`config.mk`:
```
export PLATFORM = sky130hd
export DESIGN_NAME = sobel_gradient_3x3
export DESIGN_NICKNAME = d
export VERILOG_FILES = /design/src/rtl/sob_pkg.sv /design/src/rtl/sob_diff.sv /design/src/rtl/sob_square.sv /design/src/rtl/sob_isqrt.sv /design/src/rtl/sobel_gradient_3x3.sv
export SDC_FILE = /design/constraint.sdc
export NUM_CORES = 1
export LEC_CHECK = 0
export ABC_AREA = 0
export BUFFER_PORTS_ARGS = -buffer_cell sky130_fd_sc_hd__buf_4
export CORE_ASPECT_RATIO = 0.9
export CORE_MARGIN = 10
export CORE_UTILIZATION = 57
export DETAILED_ROUTE_END_ITERATION = 7
export PLACE_DENSITY = 0.77
export SLEW_MARGIN = 20
export SYNTH_ARGS = -nofsm -noshare
export SYNTH_HDL_FRONTEND = slang
export SYNTH_SLANG_ARGS = --single-unit
```
`constraint.sdc`:
```
create_clock -name clk -period 5.75 [get_ports clk]
set_clock_uncertainty 0.1 [all_clocks]
set_input_delay 0.2875 -clock clk [delete_from_list [all_inputs] [get_ports clk]]
set_output_delay 0.2875 -clock clk [all_outputs]
set_load 0.005 [all_outputs]
```
`src/rtl/sob_pkg.sv`:
```
package sob_pkg;

  // Field widths
  localparam int PIX_W  = 8;
  localparam int DIFF_W = 11;
  localparam int SQ_W   = 2 * DIFF_W;
  localparam int OP_W   = 16;
  localparam int MAG_W  = 8;

  // Square root steps, one result bit each
  localparam int SQRT_STEPS = MAG_W;

  // Saturation: any squared length at or above 255*255 maps to 255
  localparam logic [MAG_W-1:0] MAG_MAX   = 8'd255;
  localparam logic [SQ_W-1:0]  SAT_LIMIT = 22'(255 * 255);

  // Stream widths
  localparam int IN_TDATA_W  = 8 * PIX_W;
  localparam int OUT_TDATA_W = 32;

  // Signed Sobel sums
  typedef struct packed {
    logic signed [DIFF_W-1:0] row;
    logic signed [DIFF_W-1:0] col;
  } diff_t;

  // Squared terms
  typedef struct packed {
    logic [SQ_W-1:0] sq_row;
    logic [SQ_W-1:0] sq_col;
    diff_t           diff;
  } square_t;

  // Square root working state carried down the pipeline
  typedef struct packed {
    logic [OP_W-1:0] op;
    logic [OP_W-1:0] res;
    logic            sat;
    diff_t           diff;
  } root_stage_t;

endpackage

```
`src/rtl/sob_diff.sv`:
```
module sob_diff (
  input  logic                                  clk,
  input  logic                                  rst,
  input  logic                                  in_valid,
  output logic                                  in_ready,
  input  logic [sob_pkg::IN_TDATA_W-1:0]        in_data,
  output logic                                  out_valid,
  input  logic                                  out_ready,
  output sob_pkg::diff_t                        out_diff
);

  logic [sob_pkg::PIX_W-1:0] ul, um, ur, ml, mr, dl, dm, dr;
  logic [sob_pkg::DIFF_W-2:0] top_sum, bot_sum, left_sum, right_sum;
  sob_pkg::diff_t diff_next;
  logic valid;
  sob_pkg::diff_t diff;

  // Unpack the eight neighbors
  assign ul = in_data[7:0];
  assign um = in_data[15:8];
  assign ur = in_data[23:16];
  assign ml = in_data[31:24];
  assign mr = in_data[39:32];
  assign dl = in_data[47:40];
  assign dm = in_data[55:48];
  assign dr = in_data[63:56];

  // Weighted 1,2,1 sums of rows and columns
  always_comb begin
    top_sum   = 10'(ul) + {1'b0, um, 1'b0} + 10'(ur);
    bot_sum   = 10'(dl) + {1'b0, dm, 1'b0} + 10'(dr);
    left_sum  = 10'(ul) + {1'b0, ml, 1'b0} + 10'(dl);
    right_sum = 10'(ur) + {1'b0, mr, 1'b0} + 10'(dr);
    diff_next.row = $signed({1'b0, top_sum}) - $signed({1'b0, bot_sum});
    diff_next.col = $signed({1'b0, left_sum}) - $signed({1'b0, right_sum});
  end

  assign in_ready = !valid || out_ready;

  // Hold valid with the data
  always_ff @(posedge clk) begin
    if (rst) begin
      valid <= 1'b0;
    end else if (in_ready) begin
      valid <= in_valid;
    end
  end

  always_ff @(posedge clk) begin
    if (in_ready && in_valid) begin
      diff <= diff_next;
    end
  end

  assign out_valid = valid;
  assign out_diff  = diff;

endmodule

```
`src/rtl/sob_square.sv`:
```
module sob_square (
  input  logic                 clk,
  input  logic                 rst,
  input  logic                 in_valid,
  output logic                 in_ready,
  input  sob_pkg::diff_t       in_diff,
  output logic                 out_valid,
  input  logic                 out_ready,
  output sob_pkg::root_stage_t out_stage
);

  logic signed [sob_pkg::SQ_W-1:0] prod_row, prod_col;
  logic [sob_pkg::SQ_W-1:0] sum;
  logic sq_valid, sum_valid;
  logic sq_ready;
  sob_pkg::square_t sq;
  sob_pkg::root_stage_t stage;

  // Square both sums, one multiplier each
  assign prod_row = in_diff.row * in_diff.row;
  assign prod_col = in_diff.col * in_diff.col;

  assign sq_ready = !sum_valid || out_ready;
  assign in_ready = !sq_valid || sq_ready;

  always_ff @(posedge clk) begin
    if (rst) begin
      sq_valid <= 1'b0;
    end else if (in_ready) begin
      sq_valid <= in_valid;
    end
  end

  always_ff @(posedge clk) begin
    if (in_ready && in_valid) begin
      sq.sq_row <= prod_row;
      sq.sq_col <= prod_col;
      sq.diff   <= in_diff;
    end
  end

  // Add the squares and flag saturation
  assign sum = sq.sq_row + sq.sq_col;

  always_ff @(posedge clk) begin
    if (rst) begin
      sum_valid <= 1'b0;
    end else if (sq_ready) begin
      sum_valid <= sq_valid;
    end
  end

  always_ff @(posedge clk) begin
    if (sq_ready && sq_valid) begin
      stage.op   <= sum[sob_pkg::OP_W-1:0];
      stage.res  <= '0;
      stage.sat  <= (sum >= sob_pkg::SAT_LIMIT);
      stage.diff <= sq.diff;
    end
  end

  assign out_valid = sum_valid;
  assign out_stage = stage;

endmodule

```
`src/rtl/sob_isqrt.sv`:
```
module sob_isqrt (
  input  logic                 clk,
  input  logic                 rst,
  input  logic                 in_valid,
  output logic                 in_ready,
  input  sob_pkg::root_stage_t in_stage,
  output logic                 out_valid,
  input  logic                 out_ready,
  output sob_pkg::root_stage_t out_stage
);

  localparam int N = sob_pkg::SQRT_STEPS;

  logic [N-1:0] valid;
  logic [N-1:0] ready;
  sob_pkg::root_stage_t stage [N];

  // One result bit per stage, restoring square root
  for (genvar k = 0; k < N; k++) begin : g_step
    localparam logic [sob_pkg::OP_W-1:0] ONE = 16'(1 << (2 * (N - 1 - k)));
    logic prev_valid;
    sob_pkg::root_stage_t prev;
    sob_pkg::root_stage_t stage_next;
    logic [sob_pkg::OP_W:0] trial;

    if (k == 0) begin : g_first
      assign prev_valid = in_valid;
      assign prev       = in_stage;
    end else begin : g_rest
      assign prev_valid = valid[k-1];
      assign prev       = stage[k-1];
    end

    if (k == N - 1) begin : g_last
      assign ready[k] = !valid[k] || out_ready;
    end else begin : g_mid
      assign ready[k] = !valid[k] || ready[k+1];
    end

    always_comb begin
      trial      = {1'b0, prev.res} + {1'b0, ONE};
      stage_next = prev;
      if ({1'b0, prev.op} >= trial) begin
        stage_next.op  = prev.op - trial[sob_pkg::OP_W-1:0];
        stage_next.res = (prev.res >> 1) + ONE;
      end else begin
        stage_next.res = prev.res >> 1;
      end
    end

    always_ff @(posedge clk) begin
      if (rst) begin
        valid[k] <= 1'b0;
      end else if (ready[k]) begin
        valid[k] <= prev_valid;
      end
    end

    always_ff @(posedge clk) begin
      if (ready[k] && prev_valid) begin
        stage[k] <= stage_next;
      end
    end
  end

  assign in_ready  = ready[0];
  assign out_valid = valid[N-1];
  assign out_stage = stage[N-1];

endmodule

```
`src/rtl/sobel_gradient_3x3.sv`:
```
// Channel  Direction  tdata fields, lowest bit first
// s_axis   in         up_left, up_mid, up_right, mid_left, mid_right,
//                     down_left, down_mid, down_right (8 bits each)
// m_axis   out        magnitude (8), row_difference (11), column_difference (11),
//                     2 zero bits
//
// One window per cycle sustained while m_axis_tready stays high; the stages are
// one for the Sobel sums, one for the squares, one for their sum, and eight
// for the square root, one result bit each.
// Synchronous reset empties every stage; no other state is kept.
// Each stage holds its item while the next one is full and stalled, so a stall on m_axis
// fills empty stages before s_axis_tready drops.
module sobel_gradient_3x3 (
  input  logic                               clk,
  input  logic                               rst,
  input  logic                               s_axis_tvalid,
  output logic                               s_axis_tready,
  // up_left, up_mid, up_right, mid_left, mid_right, down_left, down_mid, down_right
  input  logic [sob_pkg::IN_TDATA_W-1:0]     s_axis_tdata,
  output logic                               m_axis_tvalid,
  input  logic                               m_axis_tready,
  // magnitude, row_difference, column_difference, zero fill
  output logic [sob_pkg::OUT_TDATA_W-1:0]    m_axis_tdata
);

  logic diff_valid, diff_ready;
  sob_pkg::diff_t diff;
  logic sum_valid, sum_ready;
  sob_pkg::root_stage_t sum_stage;
  sob_pkg::root_stage_t root;
  logic [sob_pkg::MAG_W-1:0] magnitude;
  logic [sob_pkg::DIFF_W-1:0] row_abs, col_abs;

  sob_diff u_diff (
    .clk       (clk),
    .rst       (rst),
    .in_valid  (s_axis_tvalid),
    .in_ready  (s_axis_tready),
    .in_data   (s_axis_tdata),
    .out_valid (diff_valid),
    .out_ready (diff_ready),
    .out_diff  (diff)
  );

  sob_square u_square (
    .clk       (clk),
    .rst       (rst),
    .in_valid  (diff_valid),
    .in_ready  (diff_ready),
    .in_diff   (diff),
    .out_valid (sum_valid),
    .out_ready (sum_ready),
    .out_stage (sum_stage)
  );

  sob_isqrt u_isqrt (
    .clk       (clk),
    .rst       (rst),
    .in_valid  (sum_valid),
    .in_ready  (sum_ready),
    .in_stage  (sum_stage),
    .out_valid (m_axis_tvalid),
    .out_ready (m_axis_tready),
    .out_stage (root)
  );

  // Clamp to full scale on saturation
  assign magnitude = root.sat ? sob_pkg::MAG_MAX : root.res[sob_pkg::MAG_W-1:0];

  assign m_axis_tdata = {2'b00, root.diff.col, root.diff.row, magnitude};

  assign row_abs = root.diff.row[sob_pkg::DIFF_W-1] ? 11'(-root.diff.row) : root.diff.row;
  assign col_abs = root.diff.col[sob_pkg::DIFF_W-1] ? 11'(-root.diff.col) : root.diff.col;

  // Pipeline is empty right after reset
  a_reset_empty: assert property (@(posedge clk) (!rst && $past(rst)) |-> !m_axis_tvalid)
    else $error("result valid right after reset");

  // An empty output stage frees the whole chain
  a_ready_when_empty: assert property (@(posedge clk) disable iff (rst)
    !m_axis_tvalid |-> s_axis_tready)
    else $error("input stalled with empty output stage");

  // Unsaturated length is never below either component
  a_mag_bound: assert property (@(posedge clk) disable iff (rst)
    (m_axis_tvalid && magnitude != sob_pkg::MAG_MAX) |->
      (11'(magnitude) >= row_abs && 11'(magnitude) >= col_abs))
    else $error("magnitude below a component");

  // Zero length exactly when both Sobel sums are zero
  a_mag_zero: assert property (@(posedge clk) disable iff (rst)
    m_axis_tvalid |->
      ((magnitude == '0) == (root.diff.row == '0 && root.diff.col == '0)))
    else $error("zero magnitude mismatch");

endmodule
```
# == Word level (Yosys, flattened, before mapping) ==
# Memories as Yosys holds them, arrays and structs flattened.
# Cells that the tools add are included.
# W data, S select, Z words.
# word_totals
out_inout_bits,34
ramBits,440
regBits,138
elab_cells,132
n_memories,1
# memory_table
name,depth,word_bits,rd,rd_ports_with_merged_regs,write_ports,line_no,rtl
u_isqrt.stage,8,55,8,0,8,sob_isqrt.sv:16,sob_pkg::root_stage_t stage [N];
# classes
addsub,33
magnitude_cmp,9
reduce_logical,33
multipliers,2
muxes,33
# op_table
operator,count
$mux W16,15
$ge A16 B17 Y1,7
$sub A16 B16 Y16,7
$mul A11 B11 Y22,2
$add A10 B8 Y10,4
$add A8 B9 Y10,4
$add A22 B22 Y22,1
$ge A22 B16 Y1 const B,1
$sub A10 B10 Y11,2
$add A16 B1 Y17 const B,1
$add A16 B11 Y17 const B,1
$add A16 B13 Y17 const B,1
$add A16 B3 Y17 const B,1
$add A16 B5 Y17 const B,1
$add A16 B7 Y17 const B,1
$add A16 B9 Y17 const B,1
$add A15 B1 Y16 const B,1
$add A15 B11 Y16 const B,1
$add A15 B13 Y16 const B,1
$add A15 B3 Y16 const B,1
$add A15 B5 Y16 const B,1
$add A15 B7 Y16 const B,1
$add A15 B9 Y16 const B,1
$ge A16 B15 Y1 const B,1
7 further kinds,52

# == Depth between registers and ports, before layout ==
# Gate-level depths: netlist of run 1.
# depth
depth_word,13
ltp_mapped,22

# == Cells and area by module ==
# A second synthesis of run 1 with hierarchy kept.
# unflattened
hier_cells,3474
area_unflattened_um2,39048.7
# modules_own_cells
module,n_inst,area_per_inst_um2,seq_area_each_um2,cells_per_inst
sob_isqrt,1,23140.9,13372.8,1925
sob_square,1,12726.0,3072.9,1239
sob_diff,1,3113.0,680.7,299
sobel_gradient_3x3,1,68.8,0.0,11

# == Worst setup path after synthesis of run 1 ==
# OpenSTA, ideal clock, no wires.
# synth_path
path_kind,register to register
from,"register, netlist name u_diff.out_diff[21]"
to,"register u_square.sq[65] (netlist bit), data pin"
n_path_buf,2
t_arrival_ps,5441
setup_ps,259
required_time_ps,5391
path_stages_with_launch,20
synth_period_minus_slack_ps,5800
path_slack_ps,-50
path_cell_list,edfxtp_1 -> clkbuf_1 -> clkbuf_1 -> and2_1 -> fa_1 -> inv_1 -> fa_1 -> inv_1 -> fa_1 -> fa_1 -> inv_1 -> fa_1 -> inv_1 -> ha_1 -> or3_1 -> o21ai_0 -> a211oi_1 -> nor3b_1 -> a21oi_1 -> xnor2_1
# synth_between
elab_chain_cells,1
# synth_rtl
element,line_no,rtl
$mul A11 B11 Y22,sob_square.sv:20,assign prod_row = in_diff.row * in_diff.row;
net u_square.prod_row (one bit),sob_square.sv:12,"logic signed [sob_pkg::SQ_W-1:0] prod_row, prod_col;"
to (decl),sob_square.sv:16,sob_pkg::square_t sq;
# The timed path passes the listed nets, and every way through them passes these cells.
# A chain may end at the register's enable or synchronous reset.

# == Worst setup path in the final report of run 1 ==
# layout_path
from,"register, netlist name u_diff.out_diff[21]"
to,"register u_square.sq[64] (netlist bit), data pin"
# layout_between
elab_chain_cells,1
# layout_rtl
element,line_no
$mul A11 B11 Y22,sob_square.sv:20
net u_square.prod_row (one bit),sob_square.sv:12
# The timed path passes the listed nets, and every way through them passes these cells.

==> run metrics, run 1 <==
worst path required time=around 6000 ps; Via-to-Cell Ratio=5.16; Final Hold Fails=0; Arr. time, crit path=between 5000 and 6000 ps; CP Capture Type=flip-flop; global routing usage on met1=19.0%; die area=slightly below 60000 um2; unique cell type count in the Yosys netlist=between 70 and 80; wire per inst=15.8 um; Sink Count=around 470; Antenna diodes=0; Top Usage Layer GRT=met2; period utilization=a little over nine tenths; I/O Pins=slightly above 100; Max Cap Viol=0; Final setup viols=0; Final min period=roughly 5600 ps; Final GP Congestion=around 0.92; nets=about 2900; I/O Buffers=slightly below 100; H-Tree Depth=2; Synth Cell Area=28100 um2; biggest area consumer among synthesized cells=edfxtp_1; share of layout cells above drive strength 1=around 15%; relative slew slack=a little over two fifths; initial antenna violation count=0; largest net degree at the start of global routing=between 60 and 70; HPWL Detailed=between 30000 and 40000 um; Worst-path clk slew=approximately 60 ps; Max FO, Critical Path=8; top cells by count, synth=458 x inv_1, 455 x edfxtp_1, 262 x fa_1; Mean Syn Cell Area=between 10 and 15 um2; post-route ant nets=0; Die Y=~230 um; main area contributors after synthesis=edfxtp_1 49%, fa_1 19%, ha_1 8.1%, inv_1 6.1%, xnor2_1 3.1%; Most used DFF post-synth=edfxtp_1; met2 Usage GRT=~31%; vias in the first global route=16700; core area=between 40000 and 50000 um2; area delta synth->final=13.8%; CTS tree=yes; HP Class=in2reg; met3 Use GR=under 10%; Warnings, synthesis=0; fin area=approximately 32000 um2; WL final=~48000 um; #FFs+latches synth=between 400 and 500; DR iter-0 viols=approximately 670; total congestion overflow=0; RSZ-0062 raised after global routing=true; Initial Utilization=around 57%; outcome=finished, final reports clean; CTS buffer count=47; CP Class=reg2reg; hold_ws=between 40 and 50 ps; Seq/Total Area, Yosys=between 40 and 50%; FP Rows=between 70 and 80; GRT Total Usage=16.8%; Pre-antenna DRT Iters=5; fill count=3573; DR DRC count=0; Max clock buf depth=3; ys async rst share=0%; Skew-Pair Late Insertion Delay=590 ps; dpl cell area=just under 30000 um2; Mapped Cells=~2200; post-route setup TNS=0 ps; Final Max Tran Viols=0; Die Width=about 250 um; Yosys top cell area share=48.6%; fmax=between 150 and 200 MHz; measured slew at the worst slew-check pin=around 860 ps; Vias=15600; first-pass GRT wire length=between 70000 and 80000 um; element type at the critical path start=flip-flop; Post-synth EDFFs=between 400 and 500; reg-to-reg slack, setup=between 150 and 200 ps; Root Buffer=clkbuf_16; count leader, synth=inv_1
## timing repair
| action | CTS | global route |
|---|---|---|
| endpoints found under the setup margin | 1 | 8 |
| setup buffers | 3 | 36 |
| resized for setup | 0 | 55 |
| hold buffers | 4 | 0 |
| pin swaps | 0 | 21 |
| endpoints found under the hold margin | 11 | 0 |
## kinds of logic after synthesis
group / Yosys count / synth area share (%)
XOR/XNOR: 115 / 3.61
adder cells (fa/ha/maj): 445 / 26.8
buffers and inverters: 514 / 7.25
multiplexers: 13 / 0.521
AO/OA/AOI/OAI: 207 / 4.90
AND/OR/NAND/NOR: 416 / 7.52
flip-flops: 466 / 49.4
other: 1 / 0.0133
## path summary, 6_finish.rpt
check,start,end,cells past startpoint
setup / recovery,u_diff.out_diff[21],u_square.sq[64],16
hold / removal,s_axis_tdata[41],u_diff.out_diff[11],3
setup reg to reg,u_diff.out_diff[21],u_square.sq[64],16
hold reg to reg,u_square.out_stage[49],u_isqrt.stage[0][49],0
## critical path, stage by stage (launching register included)
cell	delay [ps]
edfxtp_1	470
clkbuf_2	180
buf_4	170
nor2b_1	150
fa_1	570
fa_1	470
fa_1	530
fa_1	540
inv_1	50
fa_1	530
inv_1	40
ha_1	340
and3_4	210
a31oi_2	150
a211o_1	310
and4_1	180
a311o_1	310
## cell usage in the layout (no fill, tap or decap), drive strengths merged, types with 10 or more instances in the layout
cell	instances
o21a	23
nand3	16
nor3	24
and3	11
nor4	14
clkbuf	62
inv	459
a21oi	71
mux2	10
fa	262
edfxtp	455
a21boi	12
a21o	16
xnor2	99
buf	182
nor2b	37
and2	45
nor2	110
ha	183
o21ai	34
nand2	93
nand2b	18
dfxtp	11
xor2	16
clkinv	19
or2	13
## stage by stage
stage / util, % / std cells / setup slack (ps)
floorplan: - / 2178 / 6.16
global route: 65.4 / 3029 / -63.8
detailed placement: 60.8 / 2895 / 10.8
CTS: 64.2 / 2989 / 11.6
finish: 65.4 / 3029 / 195
global placement: 60.8 / 2895 / 193
## final cells by class
cell class	count	area, um2	area share [%]
Clock buffer	60	1310	4.08
Clock inverter	27	295	0.923
Inverter	458	1720	5.38
Multi-Input combinational cell	1198	12500	39.1
Sequential cell	466	13900	43.4
Tap cell	632	791	2.47
Timing Repair Buffer	188	1500	4.70
## state kept, by name (all words and copies together), names as in the netlist
signal / flops
u_isqrt.stage: 332
u_square.sq: 62
u_square.out_stage: 39
u_diff.out_diff: 22
u_isqrt.g_step.prev_valid: 7
u_diff.out_valid: 1
u_isqrt.out_valid: 1
u_square.out_valid: 1
u_square.sq_valid: 1
## per-layer routing
layer,vias to the layer above,share of wire [%]
li1,7516,-
met3,89,5.4
met4,0,2.9
met1,7734,38
met2,301,53
met5,-,0
Power of run 1 is not shown: default switching activity piles up to over one toggle a cycle in this logic, so the estimate is an artifact.
==> inputs of run 2 (changes only) <==
--- a/config.mk
+++ b/config.mk
@@ -7,7 +7,7 @@
 export LEC_CHECK = 0
 export ABC_AREA = 0
 export BUFFER_PORTS_ARGS = -buffer_cell sky130_fd_sc_hd__buf_4
-export CORE_ASPECT_RATIO = 0.9
+export CORE_ASPECT_RATIO = 1.1
 export CORE_MARGIN = 10
 export CORE_UTILIZATION = 57
 export DETAILED_ROUTE_END_ITERATION = 7
==> run 2 against run 1 <==
  * Sequential cell count did not move
  * Critical path depth rose by 2
  * Cell area fell by 0.35%
  * First-iteration DRC count rose by 20%
  * Hold slack got worse by 15 ps
  * Register-to-register slack got worse by 70 ps
  * Fmax fell by 1.2%
  * Global-route usage rose by 0.65 points
  * Via count rose by 0.68%
  * Die area barely moved
  * Core utilization fell by 0.20 points
==> run metrics, run 2 (synthesized netlist as in run 1, its figures left out) <==
Worst-path clk slew=~60 ps; vias in the first global route=17400; initial antenna violation count=0; critical hold path startpoint=s_axis_tdata[41]; Root Buffer=clkbuf_16; Largest register FFs=roughly 330; largest net degree at the start of global routing=63; die area=about 59000 um2; Final GP Congestion=about 0.9; share of layout cells above drive strength 1=14.4%; relative slew slack=between 40% and 50%; Pre-antenna DRT Iters=5; WL final=~50000 um; fmax=~180 MHz; Biggest register=u_isqrt.stage; HPWL Detailed=~38000 um; Max clock buf depth=3; DR DRC count=0; Final Hold Fails=0; Crit path largest cell delay=~580 ps; CP Class=reg2reg; Via-to-Cell Ratio=about 5.2; R2R depth=18; Reg-to-Reg End=u_square.sq[65]; Initial Utilization=a little under three fifths; dpl cell area=around 30000 um2; total congestion overflow=0; Sink Count=~470; HP Class=in2reg; crit path to=u_square.sq[65]; GRT Total Usage=17.4%; DR iter-0 viols=approximately 800; Worst Setup SP=u_diff.out_diff[21]; Vias=approximately 16000; I/O Pins=approximately 100; first-pass GRT wire length=about 82000 um; worst path required time=slightly below 6000 ps; Top delay family on crit path=adder cells; Final min period=roughly 5600 ps; most common cell after layout, fill and taps aside=edfxtp_1; area delta synth->final=13.5%; Worst R2R Start=u_diff.out_diff[21]; commonest cells after routing, fill and taps aside=455 x edfxtp_1, 453 x inv_1, 255 x fa_1; CP cell instances=clkbuf_2, and2_1, fa_2, inv_1, fa_1, inv_1, fa_1, fa_1, inv_1, fa_1, inv_1, ha_1, or3_1, o21ai_2, a211oi_1, nor3b_1, a21oi_1, xnor2_1; post-route setup TNS=0 ps; wire per inst=approximately 16 um; H-Tree Depth=2; measured slew at the worst slew-check pin=833 ps; FP Rows=between 80 and 90; I/O Buffers=approximately 100; Antenna diodes=0; period utilization=between 90 and 100%; Buf+Inv Stages, Crit Path=5; placed cell count=a little under 3000; CP Capture Type=flip-flop; Max FO, Critical Path=6; Arr. time, crit path=roughly 5800 ps; fin area=~32000 um2; Skew-Pair Late Insertion Delay=between 500 and 600 ps; Final Max Tran Viols=0; element type at the critical path start=flip-flop; RSZ-0062 raised after global routing=true; CTS buffer count=45; post-route insts no fill=3043; WP depth=18; core area=about 49000 um2; post-route ant nets=0; Die Width=around 230 um; Final setup viols=0; CTS tree=yes; outcome=finished, final reports clean; Die Y=253 um; Worst path slowest cell=fa_2; nets=between 2000 and 3000; Max Cap Viol=0; Hold Path Depth=3; reg-to-reg slack, setup=about 130 ps
[run 2: cell type report]
| type | count | area [um2] |
|---|---|---|
| sequential | 466 | 13900 |
| timing repair buffer | 188 | 1490 |
| clock buffer | 50 | 1140 |
| clock inverter | 31 | 343 |
| multi-input combinational | 1198 | 12500 |
| inverter | 458 | 1720 |
| fill | 3557 | 17000 |
| tap | 652 | 816 |
[run 2: metal layers]
layer,GRT usage [%],vias up,wire length (um)
met1,17.8,7816,18200
met5,0,-,0
met4,7.29,0,1740
met3,3.55,100,2320
li1,-,7510,-
met2,33.6,320,28000
[run 2: metrics by stage]
| step | worst slack (ps) | hold WS, ps | utilization, % |
|---|---|---|---|
| 5_1_grt | -91.6 | 44.5 | 65.2 |
| 6_report | 128 | 30.0 | 65.2 |
| 2_1_floorplan | 6.16 | 257 | - |
| 3_5_place_dp | 56.2 | 305 | 60.9 |
| 3_3_place_gp | 199 | 300 | 60.8 |
| 4_1_cts | 36.8 | 1.08 | 64.0 |
[run 2: what timing repair did]
item                                    in CTS  in global routing
hold endpoints to repair                    11                  0
setup buffers                                0                 40
endpoints found under the setup margin       0                 12
gates resized for setup                      0                 49
hold buffers                                 4                  0
[run 2: worst min path at each step]
stage,end
2_1_floorplan,u_square.sq_valid
6_report,u_diff.out_diff[11]
4_1_cts,u_diff.out_diff[11]
3_3_place_gp,u_isqrt.stage[1][132]
5_1_grt,u_diff.out_diff[11]
3_5_place_dp,u_isqrt.stage[0][0]
[run 2: worst min-delay path: cells and delay by family]
family / cells / cell delay [ps]
adders and majority gates: 1 / 130
buffers and inverters: 2 / 190
Power of run 2 is left out for the same reason.
==> inputs of run 3 (changes only) <==
--- a/config.mk
+++ b/config.mk
@@ -9,9 +9,9 @@
 export BUFFER_PORTS_ARGS = -buffer_cell sky130_fd_sc_hd__buf_4
 export CORE_ASPECT_RATIO = 1.1
 export CORE_MARGIN = 10
-export CORE_UTILIZATION = 57
+export CORE_UTILIZATION = 60
 export DETAILED_ROUTE_END_ITERATION = 7
-export PLACE_DENSITY = 0.77
+export PLACE_DENSITY = 0.78
 export SLEW_MARGIN = 20
 export SYNTH_ARGS = -nofsm -noshare
 export SYNTH_HDL_FRONTEND = slang
==> constraint.sdc (replaced) <==
create_clock -name clk -period 6.4 [get_ports clk]
set_clock_uncertainty 0.1 [all_clocks]
set_input_delay 0.32 -clock clk [delete_from_list [all_inputs] [get_ports clk]]
set_output_delay 0.32 -clock clk [all_outputs]
set_load 0.005 [all_outputs]
==> run 3 against run 2 <==
  * First-iteration DRC count decreased by 26%
  * Critical endpoint unchanged
  * Critical path depth is 1 lower
  * Non-clock buffer count down 70
  * Hold slack improved by 48 ps
  * Largest cell class unchanged
  * Cell area down 2.6%
  * Highest routed layer unchanged
  * Wire length decreased by 4.5%
  * Via count down 2.0%
==> run metrics, run 3 (synthesized netlist as in run 1, its figures left out) <==
outcome=finished, final reports clean; Worst path slowest cell=fa_1; I/O Pins=slightly above 100; H-Tree Depth=2; Antenna diodes=0; HP Class=in2reg; Vias=15400; Worst-path clk slew=~70 ps; area delta synth->final=10.5%; worst slack, placed=about 450 ps; Max clock buf depth=3; commonest cells after routing, fill and taps aside=458 x inv_1, 455 x edfxtp_1, 262 x fa_1; Final Max Tran Viols=0; post-route setup TNS=0 ps; Multi-input gate area=12300 um2; post-CTS setup buffers=0; Top Usage Layer GRT=met2; WL final=between 40000 and 50000 um; most common cell after layout, fill and taps aside=inv_1; CP Class=reg2reg; FF/Latch Area=13900 um2; relative slew slack=between 40 and 50%; Max Cap Viol=0; CTS buffer count=46; CTS tree=yes; Buf+Inv Stages, Crit Path=4; Crit path largest cell delay=about 700 ps; fmax=roughly 170 MHz; Sink Count=between 400 and 500; total congestion overflow=0; share of layout cells above drive strength 1=a little over a tenth; GRT Total Usage=17.9%; Via-to-Cell Ratio=approximately 5.3; cell mode on critical path=fa_1; DR iter-0 viols=approximately 590; critical hold path startpoint=s_axis_tdata[41]; HPWL Detailed=between 30000 and 40000 um; Final min period=approximately 6000 ps; Skew-Pair Late Insertion Delay=slightly below 600 ps; worst path required time=6610 ps; vias in the first global route=~17000; dpl cell area=about 30000 um2; Pre-antenna DRT Iters=4; Largest register FFs=332; Final Hold Fails=0; post-route ant nets=0; Root Buffer=clkbuf_16; Max FO, Critical Path=17; Arr. time, crit path=between 6000 and 7000 ps; post_cts resized=0; final worst slack=~470 ps; met2 Usage GRT=between 30% and 40%; Die Y=247 um; initial antenna violation count=0; met3 Use GR=between 3 and 4%; FP Rows=83; Post-CTS Hold Fix Bufs=3; I/O Buffers=99; Final GP Congestion=between 0.8 and 0.9; period utilization=between 90% and 100%; fin area=roughly 31000 um2; RSZ-0062 raised after global routing=false; largest net degree at the start of global routing=63; Die Width=about 230 um; element type at the critical path start=flip-flop; nets=about 2800; first-pass GRT wire length=around 80000 um; Initial Utilization=~60%; die area=roughly 56000 um2; Worst R2R Start=u_diff.out_diff[21]; CP Capture Type=flip-flop; DR DRC count=0; measured slew at the worst slew-check pin=around 830 ps; wire per inst=16.4 um; Biggest register=u_isqrt.stage; global routing usage on met1=about 18%; Top delay family on crit path=adder cells; core area=46500 um2; Final setup viols=0; fill count=3344; CP cell instances=and2_1, fa_1, inv_1, fa_1, inv_1, fa_1, fa_1, inv_1, fa_1, inv_1, ha_1, or3_1, o21ai_0, a211oi_1, nor3b_1, a21oi_1, xnor2_1; Worst Setup SP=u_diff.out_diff[21]
## run 3: cell count changes in the layout (fill, tap and decap cells not counted), moves of 3 or more
cell | previous run | this run
buf_4 | 174 | 111
inv_6 | 2 | 5
inv_2 | 4 | 0
fa_1 | 255 | 262
ha_1 | 177 | 183
buf_6 | 5 | 0
inv_1 | 453 | 458
ha_4 | 5 | 0
a21oi_1 | 63 | 66
fa_2 | 7 | 0
nor2_1 | 102 | 106
## run 3: final cells by class
class	instances	share of cell area, %
Clock buffer	54	3.87
Clock inverter	30	0.878
Inverter	458	5.54
Multi-Input combinational cell	1198	39.6
Sequential cell	466	44.7
Tap cell	595	2.40
Timing Repair Buffer	118	3.04
## run 3: worst reg2reg max path, cell delays in order (launching register included)
cell and delay, ps:
edfxtp_1 590, and2_1 300, fa_1 680, inv_1 150
fa_1 570, inv_1 50, fa_1 460, fa_1 550
inv_1 60, fa_1 520, inv_1 40, ha_1 320
or3_1 370, o21ai_0 220, a211oi_1 100, nor3b_1 310
a21oi_1 130, xnor2_1 140
## run 3: path summary, 6_finish.rpt
| check | to | slack, ps | cells after the start |
|---|---|---|---|
| setup / recovery | u_square.sq[65] | 470 | 17 |
| hold / removal | u_diff.out_diff[11] | 80 | 3 |
| setup reg to reg | u_square.sq[65] | 470 | 17 |
| hold reg to reg | u_isqrt.stage[0][39] | 310 | 0 |
## run 3: routing by layer
metal  share of wire (%)  wire length [um]  vias to the layer above
li1                    -                 -                     7365
met1                  36             17400                     7707
met2                  56             27100                      267
met3                 4.3              2060                       93
met4                 3.0              1440                        0
met5                   0                 0                        -
## run 3: metrics by stage
stage,hold slack [ps],utilization (%),cells
detailed placement,305,63.4,2829
global route,94.0,66.7,2919
CTS,55.8,66.6,2916
finish,78.0,66.7,2919
floorplan,289,-,2178
global placement,301,63.3,2828
Power of run 3 is left out for the same reason.
